`src/assert_macros.svh`:
```
// ---------------------------------------------------------------------------
// Assertion macros
// Shared concurrent assertion forms, clocked on aclk and disabled in reset.
// ---------------------------------------------------------------------------
`ifndef ASSERT_MACROS_SVH
`define ASSERT_MACROS_SVH

// same-cycle implication
`define CHK_IMPLY(label, ante, cons, msg) \
    label: assert property (@(posedge aclk) disable iff (!aresetn) (ante) |-> (cons)) \
        else $error(msg);

// next-cycle implication
`define CHK_NEXT(label, ante, cons, msg) \
    label: assert property (@(posedge aclk) disable iff (!aresetn) (ante) |=> (cons)) \
        else $error(msg);

`endif

```
`src/msgtmr_pkg.sv`:
```
// ---------------------------------------------------------------------------
// msgtmr_pkg
// Types, codes and sizes of the message slot table with timers.
// ---------------------------------------------------------------------------
package msgtmr_pkg;

    localparam int SLOTS   = 16;
    localparam int IDX_W   = $clog2(SLOTS);
    localparam int CNT_W   = IDX_W + 1;
    localparam int PADDR_W = 3;
    localparam int PDATA_W = 32;

    localparam logic [1:0] REQ_ADD    = 2'd0;
    localparam logic [1:0] REQ_PEEK   = 2'd1;
    localparam logic [1:0] REQ_REMOVE = 2'd2;

    localparam logic [1:0] STATUS_OK    = 2'd0;
    localparam logic [1:0] STATUS_FULL  = 2'd1;
    localparam logic [1:0] STATUS_EMPTY = 2'd2;

    localparam logic [0:0]  REG_TIMER_MSG_ID = 1'b0;
    localparam logic [31:0] TIMER_MSG_ID_RST = 32'd275;

    typedef struct packed {
        logic [1:0]  req_type;
        logic [31:0] msg_id;
        logic [31:0] word_param;
        logic [31:0] long_param;
        logic [31:0] now_tick;
    } req_t;

    typedef struct packed {
        logic [1:0]  status;
        logic [31:0] out_msg_id;
        logic [31:0] out_word_param;
        logic [31:0] out_long_param;
    } rsp_t;

    typedef struct packed {
        logic [31:0] id;
        logic [31:0] word_p;
        logic [31:0] long_p;
        logic [31:0] stamp;
    } slot_t;

    localparam int SLOT_W = $bits(slot_t);

    typedef enum logic [2:0] {
        ST_IDLE = 3'b001,
        ST_SCAN = 3'b010,
        ST_DONE = 3'b100
    } state_t;

endpackage

```
`src/msgtmr_ram.sv`:
```
// ---------------------------------------------------------------------------
// msgtmr_ram
// Simple dual-port RAM: one write port, one read port with registered data.
// ---------------------------------------------------------------------------
module msgtmr_ram #(
    parameter int WIDTH = 32,
    parameter int DEPTH = 16
) (
    input  logic                     aclk,
    input  logic                     we,
    input  logic [$clog2(DEPTH)-1:0] waddr,
    input  logic [WIDTH-1:0]         wdata,
    input  logic [$clog2(DEPTH)-1:0] raddr,
    output logic [WIDTH-1:0]         rdata
);

    logic [WIDTH-1:0] mem_reg [DEPTH];
    logic [WIDTH-1:0] rdata_reg;

    always_ff @(posedge aclk) begin
        if (we) begin
            mem_reg[waddr] <= wdata;
        end
        rdata_reg <= mem_reg[raddr];
    end

    assign rdata = rdata_reg;

endmodule

```
`src/message_slot_table_with_timers.sv`:
```
// ---------------------------------------------------------------------------
// message_slot_table_with_timers
// Slot table of messages and periodic timers, held in one RAM and scanned
// in slot order for add, peek and remove requests.
//
//   channel  direction  handshake              payload
//   s_       in         s_valid / s_ready      msgtmr_pkg::req_t
//   m_       out        m_valid / m_ready      msgtmr_pkg::rsp_t
//   apb      in         psel/penable/pready    timer_msg_id at address 0
//
// The slot scan reads one RAM entry per cycle and checks the entry in the
// cycle after the read.
// Add and peek stop at their first hit, remove always visits every slot.
// Reset clears the valid marks at once; no clearing pass is needed.
// A stalled m_ready holds the result in the output register; the next
// request is taken meanwhile and waits in its final state until the
// output register frees.
// ---------------------------------------------------------------------------
`include "assert_macros.svh"

module message_slot_table_with_timers (
    input  logic                           aclk,
    input  logic                           aresetn,
    input  logic                           s_valid,
    output logic                           s_ready,
    input  msgtmr_pkg::req_t               s_data,
    output logic                           m_valid,
    input  logic                           m_ready,
    output msgtmr_pkg::rsp_t               m_data,
    input  logic                           psel,
    input  logic                           penable,
    input  logic                           pwrite,
    input  logic [msgtmr_pkg::PADDR_W-1:0] paddr,
    input  logic [msgtmr_pkg::PDATA_W-1:0] pwdata,
    output logic [msgtmr_pkg::PDATA_W-1:0] prdata,
    output logic                           pready
);

    import msgtmr_pkg::*;

    state_t             state_reg,      state_next;
    req_t               req_reg,        req_next;
    logic [CNT_W-1:0]   scan_idx_reg,   scan_idx_next;
    logic               ev_vld_reg,     ev_vld_next;
    logic [IDX_W-1:0]   ev_idx_reg,     ev_idx_next;
    logic [SLOTS-1:0]   slot_valid_reg, slot_valid_next;
    rsp_t               res_reg,        res_next;
    logic               m_valid_reg,    m_valid_next;
    rsp_t               m_data_reg,     m_data_next;
    logic [31:0]        timer_id_reg,   timer_id_next;

    logic               ram_we;
    logic [IDX_W-1:0]   ram_waddr;
    slot_t              ram_wdata;
    logic [SLOT_W-1:0]  ram_rdata;
    slot_t              rd_slot;
    logic               cur_valid;
    logic               is_timer;
    logic [31:0]        elapsed;
    logic               due;
    logic               last;
    logic               hit;
    logic               cfg_wr;
    logic [0:0]         cfg_idx;

    msgtmr_ram #(
        .WIDTH (SLOT_W),
        .DEPTH (SLOTS)
    ) u_slot_ram (
        .aclk  (aclk),
        .we    (ram_we),
        .waddr (ram_waddr),
        .wdata (ram_wdata),
        .raddr (scan_idx_reg[IDX_W-1:0]),
        .rdata (ram_rdata)
    );

    assign rd_slot   = slot_t'(ram_rdata);
    assign cur_valid = slot_valid_reg[ev_idx_reg];
    assign is_timer  = (rd_slot.id == timer_id_reg);
    assign elapsed   = req_reg.now_tick - rd_slot.stamp;
    assign due       = (elapsed >= rd_slot.long_p);
    assign last      = (ev_idx_reg == IDX_W'(SLOTS - 1));

    assign s_ready = (state_reg == ST_IDLE);
    assign m_valid = m_valid_reg;
    assign m_data  = m_data_reg;

    assign pready  = 1'b1;
    assign cfg_idx = paddr[PADDR_W-1:2];
    assign cfg_wr  = psel && penable && pwrite && pready;
    assign prdata  = (cfg_idx == REG_TIMER_MSG_ID) ? timer_id_reg : '0;

    always_comb begin
        timer_id_next = timer_id_reg;
        if (cfg_wr && (cfg_idx == REG_TIMER_MSG_ID)) begin
            timer_id_next = pwdata;
        end
    end

    always_comb begin
        state_next      = state_reg;
        req_next        = req_reg;
        scan_idx_next   = scan_idx_reg;
        ev_vld_next     = 1'b0;
        ev_idx_next     = ev_idx_reg;
        slot_valid_next = slot_valid_reg;
        res_next        = res_reg;
        m_valid_next    = m_valid_reg;
        m_data_next     = m_data_reg;
        ram_we          = 1'b0;
        ram_waddr       = ev_idx_reg;
        ram_wdata       = '0;
        hit             = 1'b0;

        if (m_valid_reg && m_ready) begin
            m_valid_next = 1'b0;
        end

        unique case (state_reg)
            ST_IDLE: begin
                if (s_valid) begin
                    req_next      = s_data;
                    scan_idx_next = '0;
                    res_next      = '0;
                    if ((s_data.req_type == REQ_ADD) || (s_data.req_type == REQ_PEEK) ||
                        (s_data.req_type == REQ_REMOVE)) begin
                        state_next = ST_SCAN;
                    end else begin
                        res_next.status = STATUS_OK;
                        state_next      = ST_DONE;
                    end
                end
            end
            ST_SCAN: begin
                if (scan_idx_reg < CNT_W'(SLOTS)) begin
                    ev_vld_next   = 1'b1;
                    ev_idx_next   = scan_idx_reg[IDX_W-1:0];
                    scan_idx_next = scan_idx_reg + CNT_W'(1);
                end
                if (ev_vld_reg) begin
                    unique case (req_reg.req_type)
                        REQ_ADD: begin
                            if (!cur_valid) begin
                                ram_we                      = 1'b1;
                                ram_wdata.id                = req_reg.msg_id;
                                ram_wdata.word_p            = req_reg.word_param;
                                ram_wdata.long_p            = req_reg.long_param;
                                ram_wdata.stamp             = req_reg.now_tick;
                                slot_valid_next[ev_idx_reg] = 1'b1;
                                hit                         = 1'b1;
                                res_next                    = '0;
                                res_next.status             = STATUS_OK;
                            end
                        end
                        REQ_PEEK: begin
                            if (cur_valid && (!is_timer || due)) begin
                                hit                     = 1'b1;
                                res_next.status         = STATUS_OK;
                                res_next.out_msg_id     = rd_slot.id;
                                res_next.out_word_param = rd_slot.word_p;
                                res_next.out_long_param = rd_slot.long_p;
                                if (is_timer) begin
                                    ram_we          = 1'b1;
                                    ram_wdata       = rd_slot;
                                    ram_wdata.stamp = req_reg.now_tick;
                                end else begin
                                    slot_valid_next[ev_idx_reg] = 1'b0;
                                end
                            end
                        end
                        REQ_REMOVE: begin
                            if (cur_valid && (rd_slot.id == req_reg.msg_id) &&
                                (rd_slot.word_p == req_reg.word_param)) begin
                                slot_valid_next[ev_idx_reg] = 1'b0;
                            end
                        end
                        default: ;
                    endcase
                    if (hit) begin
                        ev_vld_next = 1'b0;
                        state_next  = ST_DONE;
                    end else if (last) begin
                        ev_vld_next = 1'b0;
                        res_next    = '0;
                        state_next  = ST_DONE;
                        if (req_reg.req_type == REQ_ADD) begin
                            res_next.status = STATUS_FULL;
                        end else if (req_reg.req_type == REQ_PEEK) begin
                            res_next.status = STATUS_EMPTY;
                        end else begin
                            res_next.status = STATUS_OK;
                        end
                    end
                end
            end
            ST_DONE: begin
                if (!m_valid_reg || m_ready) begin
                    m_valid_next = 1'b1;
                    m_data_next  = res_reg;
                    state_next   = ST_IDLE;
                end
            end
            default: begin
                state_next = ST_IDLE;
            end
        endcase
    end

    always_ff @(posedge aclk) begin
        if (!aresetn) begin
            state_reg      <= ST_IDLE;
            ev_vld_reg     <= 1'b0;
            slot_valid_reg <= '0;
            m_valid_reg    <= 1'b0;
            timer_id_reg   <= TIMER_MSG_ID_RST;
        end else begin
            state_reg      <= state_next;
            ev_vld_reg     <= ev_vld_next;
            slot_valid_reg <= slot_valid_next;
            m_valid_reg    <= m_valid_next;
            timer_id_reg   <= timer_id_next;
        end
    end

    always_ff @(posedge aclk) begin
        req_reg      <= req_next;
        scan_idx_reg <= scan_idx_next;
        ev_idx_reg   <= ev_idx_next;
        res_reg      <= res_next;
        m_data_reg   <= m_data_next;
    end

    `CHK_IMPLY(a_we_in_scan, ram_we, ev_vld_reg && (state_reg == ST_SCAN), "RAM write outside scan")
    `CHK_NEXT(a_written_valid, ram_we, slot_valid_reg[$past(ev_idx_reg)], "written slot not valid")
    `CHK_IMPLY(a_full_all_valid, (state_reg == ST_DONE) && (res_reg.status == STATUS_FULL), &slot_valid_reg, "full with free slot")
    `CHK_IMPLY(a_eval_in_scan, ev_vld_reg, state_reg == ST_SCAN, "slot check outside scan")

endmodule
```
`config.mk`:
```
export PLATFORM = sky130hd
export DESIGN_NAME = message_slot_table_with_timers
export DESIGN_NICKNAME = d
export VERILOG_FILES = /design/src/msgtmr_pkg.sv /design/src/msgtmr_ram.sv /design/src/message_slot_table_with_timers.sv
export VERILOG_INCLUDE_DIRS = /design/src /design/src/src
export SDC_FILE = /design/constraint.sdc
export NUM_CORES = 2
export LEC_CHECK = 0
export BUFFER_PORTS_ARGS = -buffer_cell sky130_fd_sc_hd__buf_2
export CAP_MARGIN = 20
export CELL_PAD_IN_SITES_DETAIL_PLACEMENT = 1
export CELL_PAD_IN_SITES_GLOBAL_PLACEMENT = 1
export CORE_UTILIZATION = 47
export CTS_CLUSTER_SIZE = 20
export DETAILED_ROUTE_END_ITERATION = 12
export PLACE_DENSITY_LB_ADDON = 0.1
export SYNTH_ARGS = -nofsm -noshare
export SYNTH_HDL_FRONTEND = slang
export SYNTH_SLANG_ARGS = --single-unit
```
`constraint.sdc`:
```
create_clock -name aclk -period 44.2 [get_ports aclk]
set_clock_uncertainty 0.05 [all_clocks]
set_input_delay 2.21 -clock aclk [delete_from_list [all_inputs] [get_ports aclk]]
set_output_delay 2.21 -clock aclk [all_outputs]
set_load 0.01 [all_outputs]
```
Yosys cells after proc, flatten, opt, wreduce, memory -nomap -nowiden
Memories as Yosys holds them, arrays and structs flattened. A register that Yosys moved wholly into a read port is not among the register bits.
Cells that the tools add are included.
{"block": "totals", "ramBits": 2048, "wordCells": 132, "reg_bits": 388, "out_inout_bits": 133, "n_memories": 1, "inputBits": 172}
{"block": "op_classes", "order_cmp": 4, "addsub": 2, "muxes": 55, "eq_ne": 20, "bitwise_logic": 4, "n_reduce_logical": 26}
{"memory": "u_slot_ram.mem_reg", "depth": 16, "word_bits": 128, "rd": 1, "rd_ports_with_merged_regs": 1, "write_ports": 1, "line": "msgtmr_ram.sv:17", "source": "logic [WIDTH-1:0] mem_reg [DEPTH];"}
{"operator": "two-way mux 128 bit", "count": 5}
{"operator": "two-way mux 98 bit", "count": 6}
{"operator": "case mux 98 bit (2 select lines)", "count": 2}
{"operator": "case mux 128 bit (2 select lines)", "count": 1}
{"operator": "equality test 32 bit", "count": 3}
{"operator": "two-way mux 16 bit", "count": 4}
{"operator": "case mux 16 bit (3 select lines)", "count": 1}
{"operator": ">= comparator 32 bit", "count": 1}
{"operator": "two-way mux 32 bit", "count": 1}
{"operator": "subtractor 32 bit", "count": 1}
{"operator": "two-way mux 1 bit", "count": 19}
{"operator": "two-way mux 3 bit", "count": 6}
{"operator": "bitwise AND 16 bit", "count": 1}
{"operator": "inequality test 2 bit (second input constant)", "count": 8}
{"operator": "NOT 16 bit", "count": 1}
{"operator": "OR 16 bit", "count": 1}
{"operator": "two-way mux 5 bit", "count": 2}
{"operator": "case mux 5 bit (2 select lines)", "count": 1}
{"operator": "case mux 3 bit (3 select lines)", "count": 1}
{"operator": "logical AND 1 bit", "count": 8}
{"operator": "AND reduction 2 bit", "count": 4}
{"operator": "AND reduction 7 bit", "count": 1}
{"operator": "AND reduction 3 bit", "count": 2}
{"operator": "adder 5 x 1 -> 5 bit (second input constant)", "count": 1}
{"operator": "other kinds (21)", "count": 30}

Depth between registers and ports, before layout
{"block": "depth", "depth_word": 11, "depth_mapped": 23, "mapped_depth_nobuf": 21}

By module
Synthesis repeated with hierarchy kept, for this count alone.
{"block": "hier_totals", "cells_unflattened": 4987, "hier_area_um2": 98172.9}
{"module": "msgtmr_ram", "area_each_um2": 79331.1, "seq_area_each_um2": 64061.4, "cells_each": 3365, "instances": 1}
{"module": "message_slot_table_with_timers", "area_each_um2": 18841.8, "seq_area_each_um2": 11120.7, "cells_each": 1622, "instances": 1}

Least setup slack after synthesis
OpenSTA, ideal clock, no wires.
{"block": "synth_path", "path_type": "register -> register", "start": "register req_reg[12] in the netlist's numbering", "end": "memory u_slot_ram.mem_reg[12][0] in the netlist's numbering, enable pin", "setup_time_ns": 0.929, "synth_period_minus_slack_ns": 17.080, "t_arrival_ns": 16.101, "required_ns": 43.221, "path_slack_ns": 27.120, "n_path_buf": 1, "path_stages_with_launch": 19, "path_cell_list": "edfxtp_1 > ha_1 > a21o_1 > a21o_1 > a2111oi_0 > o22ai_1 > nor3_1 > nor3_1 > a41oi_1 > xnor2_1 > ha_1 > nand4_1 > or2_2 > nor3_1 > o311ai_1 > a31oi_1 > o21bai_1 > buf_2 > nor4_1"}
{"block": "synth_via", "elab_chain_len": 10}
{"element": "start, declared", "line": "message_slot_table_with_timers.sv:42", "source": "req_t req_reg, req_next;"}
{"element": "start signal, assigned", "line": "message_slot_table_with_timers.sv:227", "source": "req_reg <= req_next;"}
{"element": "subtractor 32 bit", "line": "message_slot_table_with_timers.sv:81", "source": "assign elapsed = req_reg.now_tick - rd_slot.stamp;"}
{"element": ">= comparator 32 bit", "line": "message_slot_table_with_timers.sv:82", "source": "assign due = (elapsed >= rd_slot.long_p);"}
{"element": "logical OR 1 bit", "line": "message_slot_table_with_timers.sv:157", "source": "if (cur_valid && (!is_timer || due)) begin"}
{"element": "logical AND 1 bit", "line": "message_slot_table_with_timers.sv:157"}
{"element": "two-way mux 1 bit", "line": "message_slot_table_with_timers.sv:157"}
{"element": "case mux 1 bit (2 select lines)", "line": "message_slot_table_with_timers.sv:142", "source": "unique case (req_reg.req_type)"}
{"element": "two-way mux 1 bit", "line": "message_slot_table_with_timers.sv:141", "source": "if (ev_vld_reg) begin"}
{"element": "two-way mux 1 bit", "line": "message_slot_table_with_timers.sv:120", "source": "unique case (state_reg)"}
{"element": "two-way mux 1 bit", "line": "msgtmr_ram.sv:21", "source": "if (we) begin"}
{"element": "two-way mux 1 bit (not written as such)", "line": "msgtmr_ram.sv:22", "source": "mem_reg[waddr] <= wdata;"}
{"element": "end, declared", "line": "msgtmr_ram.sv:17"}
No other way between the ends.

Final worst setup path
{"block": "layout_path", "start": "register req_reg[12] in the netlist's numbering", "end": "memory u_slot_ram.mem_reg[10][24] in the netlist's numbering, enable pin"}
The elaborated chain is that of the path after synthesis.

==> results.py <==
metrics = {
    "clock_tree": {
        "cts-root-buf": "clkbuf_16",
        "cts_htree_levels": 5,
        "cts.sinks": 2564,
        "cts_hold_buf": 0,
        "cts-resized-gates": 0,
        "clkSlewWorstSetupHoldPaths_ps": 60,
        "post-cts-setup-buffers": 0,
        "clk_latency_ps": 930,
        "clock_path_buffers": 4,
        "numCtsBuffers": 285,
        "cts_tree": "yes",
    },
    "global_routing": {
        "grt_pass1_vias": 51300,
        "antenna_found_initial": 14,
        "grt_max_degree": 101,
        "gr-usage-all-layers": 0.269,
        "grt_pass1_wl_um": 395000,
        "grt-ovfl-total": 0,
    },
    "yosys": {
        "synth_top_area_share": 0.727,
        "synth_edf_count": 2383,
        "yosys_warnings": 0,
        "synth_top_area_cell": "edfxtp_1",
        "yosysMostFrequentCell": "edfxtp_1",
        "avgSynthCellArea_um2": 21.0,
        "synth_top_cells_by_area": "edfxtp_1 (73%), mux4_2 (15%), dfxtp_1 (3.7%), nor2_1 (1.0%), a32oi_1 (0.86%)",
        "synth_nets": 4918,
        "syn_area_um2": 98400,
        "synth_cell_types": 66,
        "synth-async-reset-ratio": 0,
        "synthFlopType": "edfxtp_1",
        "yosys_register_bits": 2564,
        "netlist_instances": 4678,
        "synth_common_cells": "edfxtp_1 (2383), mux4_2 (645), nor2_1 (261)",
        "ys_seq_area_frac": 0.764,
    },
    "placement": {
        "dpl.cell_count": 7625,
        "hpwl_um": 157000,
        "port_buffers": 301,
        "preCtsSetupSlack_ps": 35070,
        "gp_congestion": 0.793,
    },
    "finish": {
        "seqCellArea_um2": 75200,
        "largest_reg_flops": 2048,
        "final_nets": 5366,
        "fin_cells": 8122,
        "fillers": 17900,
        "syn_to_final_growth_pct": 14.2,
        "utilization": 0.541,
        "drive_gt1_frac": 0.275,
        "multi_input_area_um2": 22000,
    },
    "sta": {
        "timing.slew.headroom": 0.204,
        "timing.final.crit_share": 0.206,
        "final-hold-violation-count": 0,
        "max_freq_mhz": 110,
        "fin_setup_tns_ps": 0,
        "worst_slack_ps": 35110,
        "grt_setup_unrepaired": "false",
        "setup_viol": 0,
        "worst_pin_slew_ps": 1190,
        "drv_slew": 0,
        "min_period_ps": 9090,
    },
    "die": {
        "core_um2": 207000,
        "die_x_um": 460,
        "rows": 167,
        "dieArea_um2": 211000,
        "initial_core_util": 0.474,
        "die_y_um": 460,
        "pin_count": 305,
    },
    "setup_path": {
        "rr_worst_depth": 21,
        "crit_chain": "ha_1 > a21o_1 > a21o_1 > a2111oi_0 > o22ai_1 > nor3_1 > nor3_1 > a41oi_1 > xnor2_1 > ha_1 > nand4_1 > or2_2 > nor3_1 > o311ai_2 > a31oi_4 > o21bai_4 > buf_4 > nor3_2 > buf_4 > buf_4 > buf_4",
        "critical_path.max_stage_delay_ps": 970,
        "critical_path.most_common_cell": "buf_4",
        "cp_max_fo": 48,
        "regToRegEndpoint": "u_slot_ram.mem_reg[10][24]",
        "criticalPathCategory": "reg -> reg",
        "critPathCaptureType": "flop",
        "r2r-start": "req_reg[12]",
        "critical_path_required_ps": 44670,
        "worst-path-buf-inv": 4,
        "crit_path_top_delay_cell": "nor3_2",
        "rrSetupSlack_ps": 35110,
        "startpoint_type": "flop",
        "cp.arrival_ps": 9550,
        "critPathTopFamily": "simple AND/OR/NAND/NOR gates",
    },
    "hold_path": {
        "hp-start": "res_reg[10]",
        "hp-class": "reg -> reg",
        "hold_depth": 0,
        "hold-path-endpoint": "m_data[10]",
    },
    "route": {
        "drcViolationCount": 0,
        "via_per_inst": 6.16,
        "drtIter0Drc": 5879,
        "wl_um": 284000,
        "vias": 50000,
        "drt-pass1-iter-count": 5,
        "post_drt_wl_per_cell_um": 34.9,
        "antenna_left": 0,
    },
    "power_and_ir_drop": {
        "peakVddDrop_v": 0.0000324,
        "switching_share": 0.209,
        "switchingPower_mw": 1.07,
        "p_int_mw": 4.03,
        "powerDensity_nw_per_um2": 45.3,
        "combPwrFrac": 0.037,
        "power_leakage_nw": 41.2,
        "seqPwrFrac": 0.521,
        "p_clk_frac": 0.442,
    },
    "status": {
        "outcome": "completed",
    },
    "job": {
        "drv_cap": 0,
    },
}
## kinds of logic (layout without fill, tap and decap cells)
kind of cell	count (synthesis)	after routing	synth area share
flops	2564	2564	0.764
other cells	1	9	0.0000381
simple gates	539	539	0.0247
fa+ha+maj	68	68	0.00872
compound gates	359	359	0.0276
xor+xnor	124	124	0.0110
mux	666	666	0.150
buf+inv	357	1005	0.0141
## worst max path at each step
stage                      startpoint  cells after the start  slack (ps)                          to
after floorplan           req_reg[12]                     18       27120   u_slot_ram.mem_reg[12][0]
after global placement     req_reg[6]                     20       35240  u_slot_ram.mem_reg[10][34]
after detailed placement  req_reg[12]                     21       35070  u_slot_ram.mem_reg[10][26]
after CTS                 req_reg[12]                     21       35000  u_slot_ram.mem_reg[10][24]
after global routing      req_reg[12]                     21       34600  u_slot_ram.mem_reg[10][24]
final                     req_reg[12]                     21       35110  u_slot_ram.mem_reg[10][24]
## metrics by stage
stage               cell area (um2)  power, mW  hold slack, ps
floorplan                     98400       2.82             367
global placement             104000       2.89             384
detailed placement           104000       2.89             389
CTS                          112000       5.13             401
global route                 112000       5.22             411
finish                       112000       5.09             406
## worst register-to-register path: stages, from the launching register on
cell and delay [ps]:
edfxtp_1 400, ha_1 410, a21o_1 250, a21o_1 180, a2111oi_0 470, o22ai_1 250
nor3_1 500, nor3_1 170, a41oi_1 280, xnor2_1 230, ha_1 390, nand4_1 130
or2_2 360, nor3_1 310, o311ai_2 360, a31oi_4 370, o21bai_4 80, buf_4 360
nor3_2 1020, buf_4 600, buf_4 570, buf_4 850
## power by group through the flow
stage	Clock, mW	Combinational, mW	Sequential (mW)
finish	2.25	0.186	2.66
global route	2.37	0.199	2.66
CTS	2.29	0.188	2.66
detailed placement	0	0.188	2.71
global placement	0	0.186	2.71
floorplan	0	0.119	2.70
## placed cells by master (no fill, tap or decap), types with 7 or more instances in the layout
cell type and instances:
mux2i_1 20, clkbuf_8 17, buf_12 15, clkbuf_1 71, a32oi_1 97, nor3_2 8
a21oi_1 37, nor3_1 10, dfxtp_1 181, inv_1 104, clkinv_1 45, nand4_1 36
ha_1 67, nor4_2 7, edfxtp_1 2383, mux4_2 645, bufinv_16 15, buf_2 301
nor4_1 14, a21o_1 30, nand2_1 103, xnor2_1 83, a21boi_0 31, xor2_1 41
nand2b_1 11, buf_4 95, clkinv_2 36, o21ai_0 15, nor2_1 260, nor2b_1 40
diode_2 8, a22oi_1 95, nand3_1 21, clkbuf_16 292
## area by class of cell
cell class	count	share of cell area
tap	2788	0.0311
clock buffer	380	0.0695
antenna	8	0.000178
timing repair buffer	413	0.0226
sequential	2564	0.669
inverter	105	0.00355
multi-input combinational	1757	0.196
clock inverter	107	0.00799
## metal layers
| layer | share of wire | routed length, um | global-route usage |
|---|---|---|---|
| met5 | 0.000046 | 13 | 0 |
| met4 | 0.032 | 9140 | 0.0870 |
| met3 | 0.067 | 18900 | 0.0396 |
| met2 | 0.48 | 136000 | 0.429 |
| met1 | 0.42 | 119000 | 0.384 |
(Power assumes the default switching activity.)
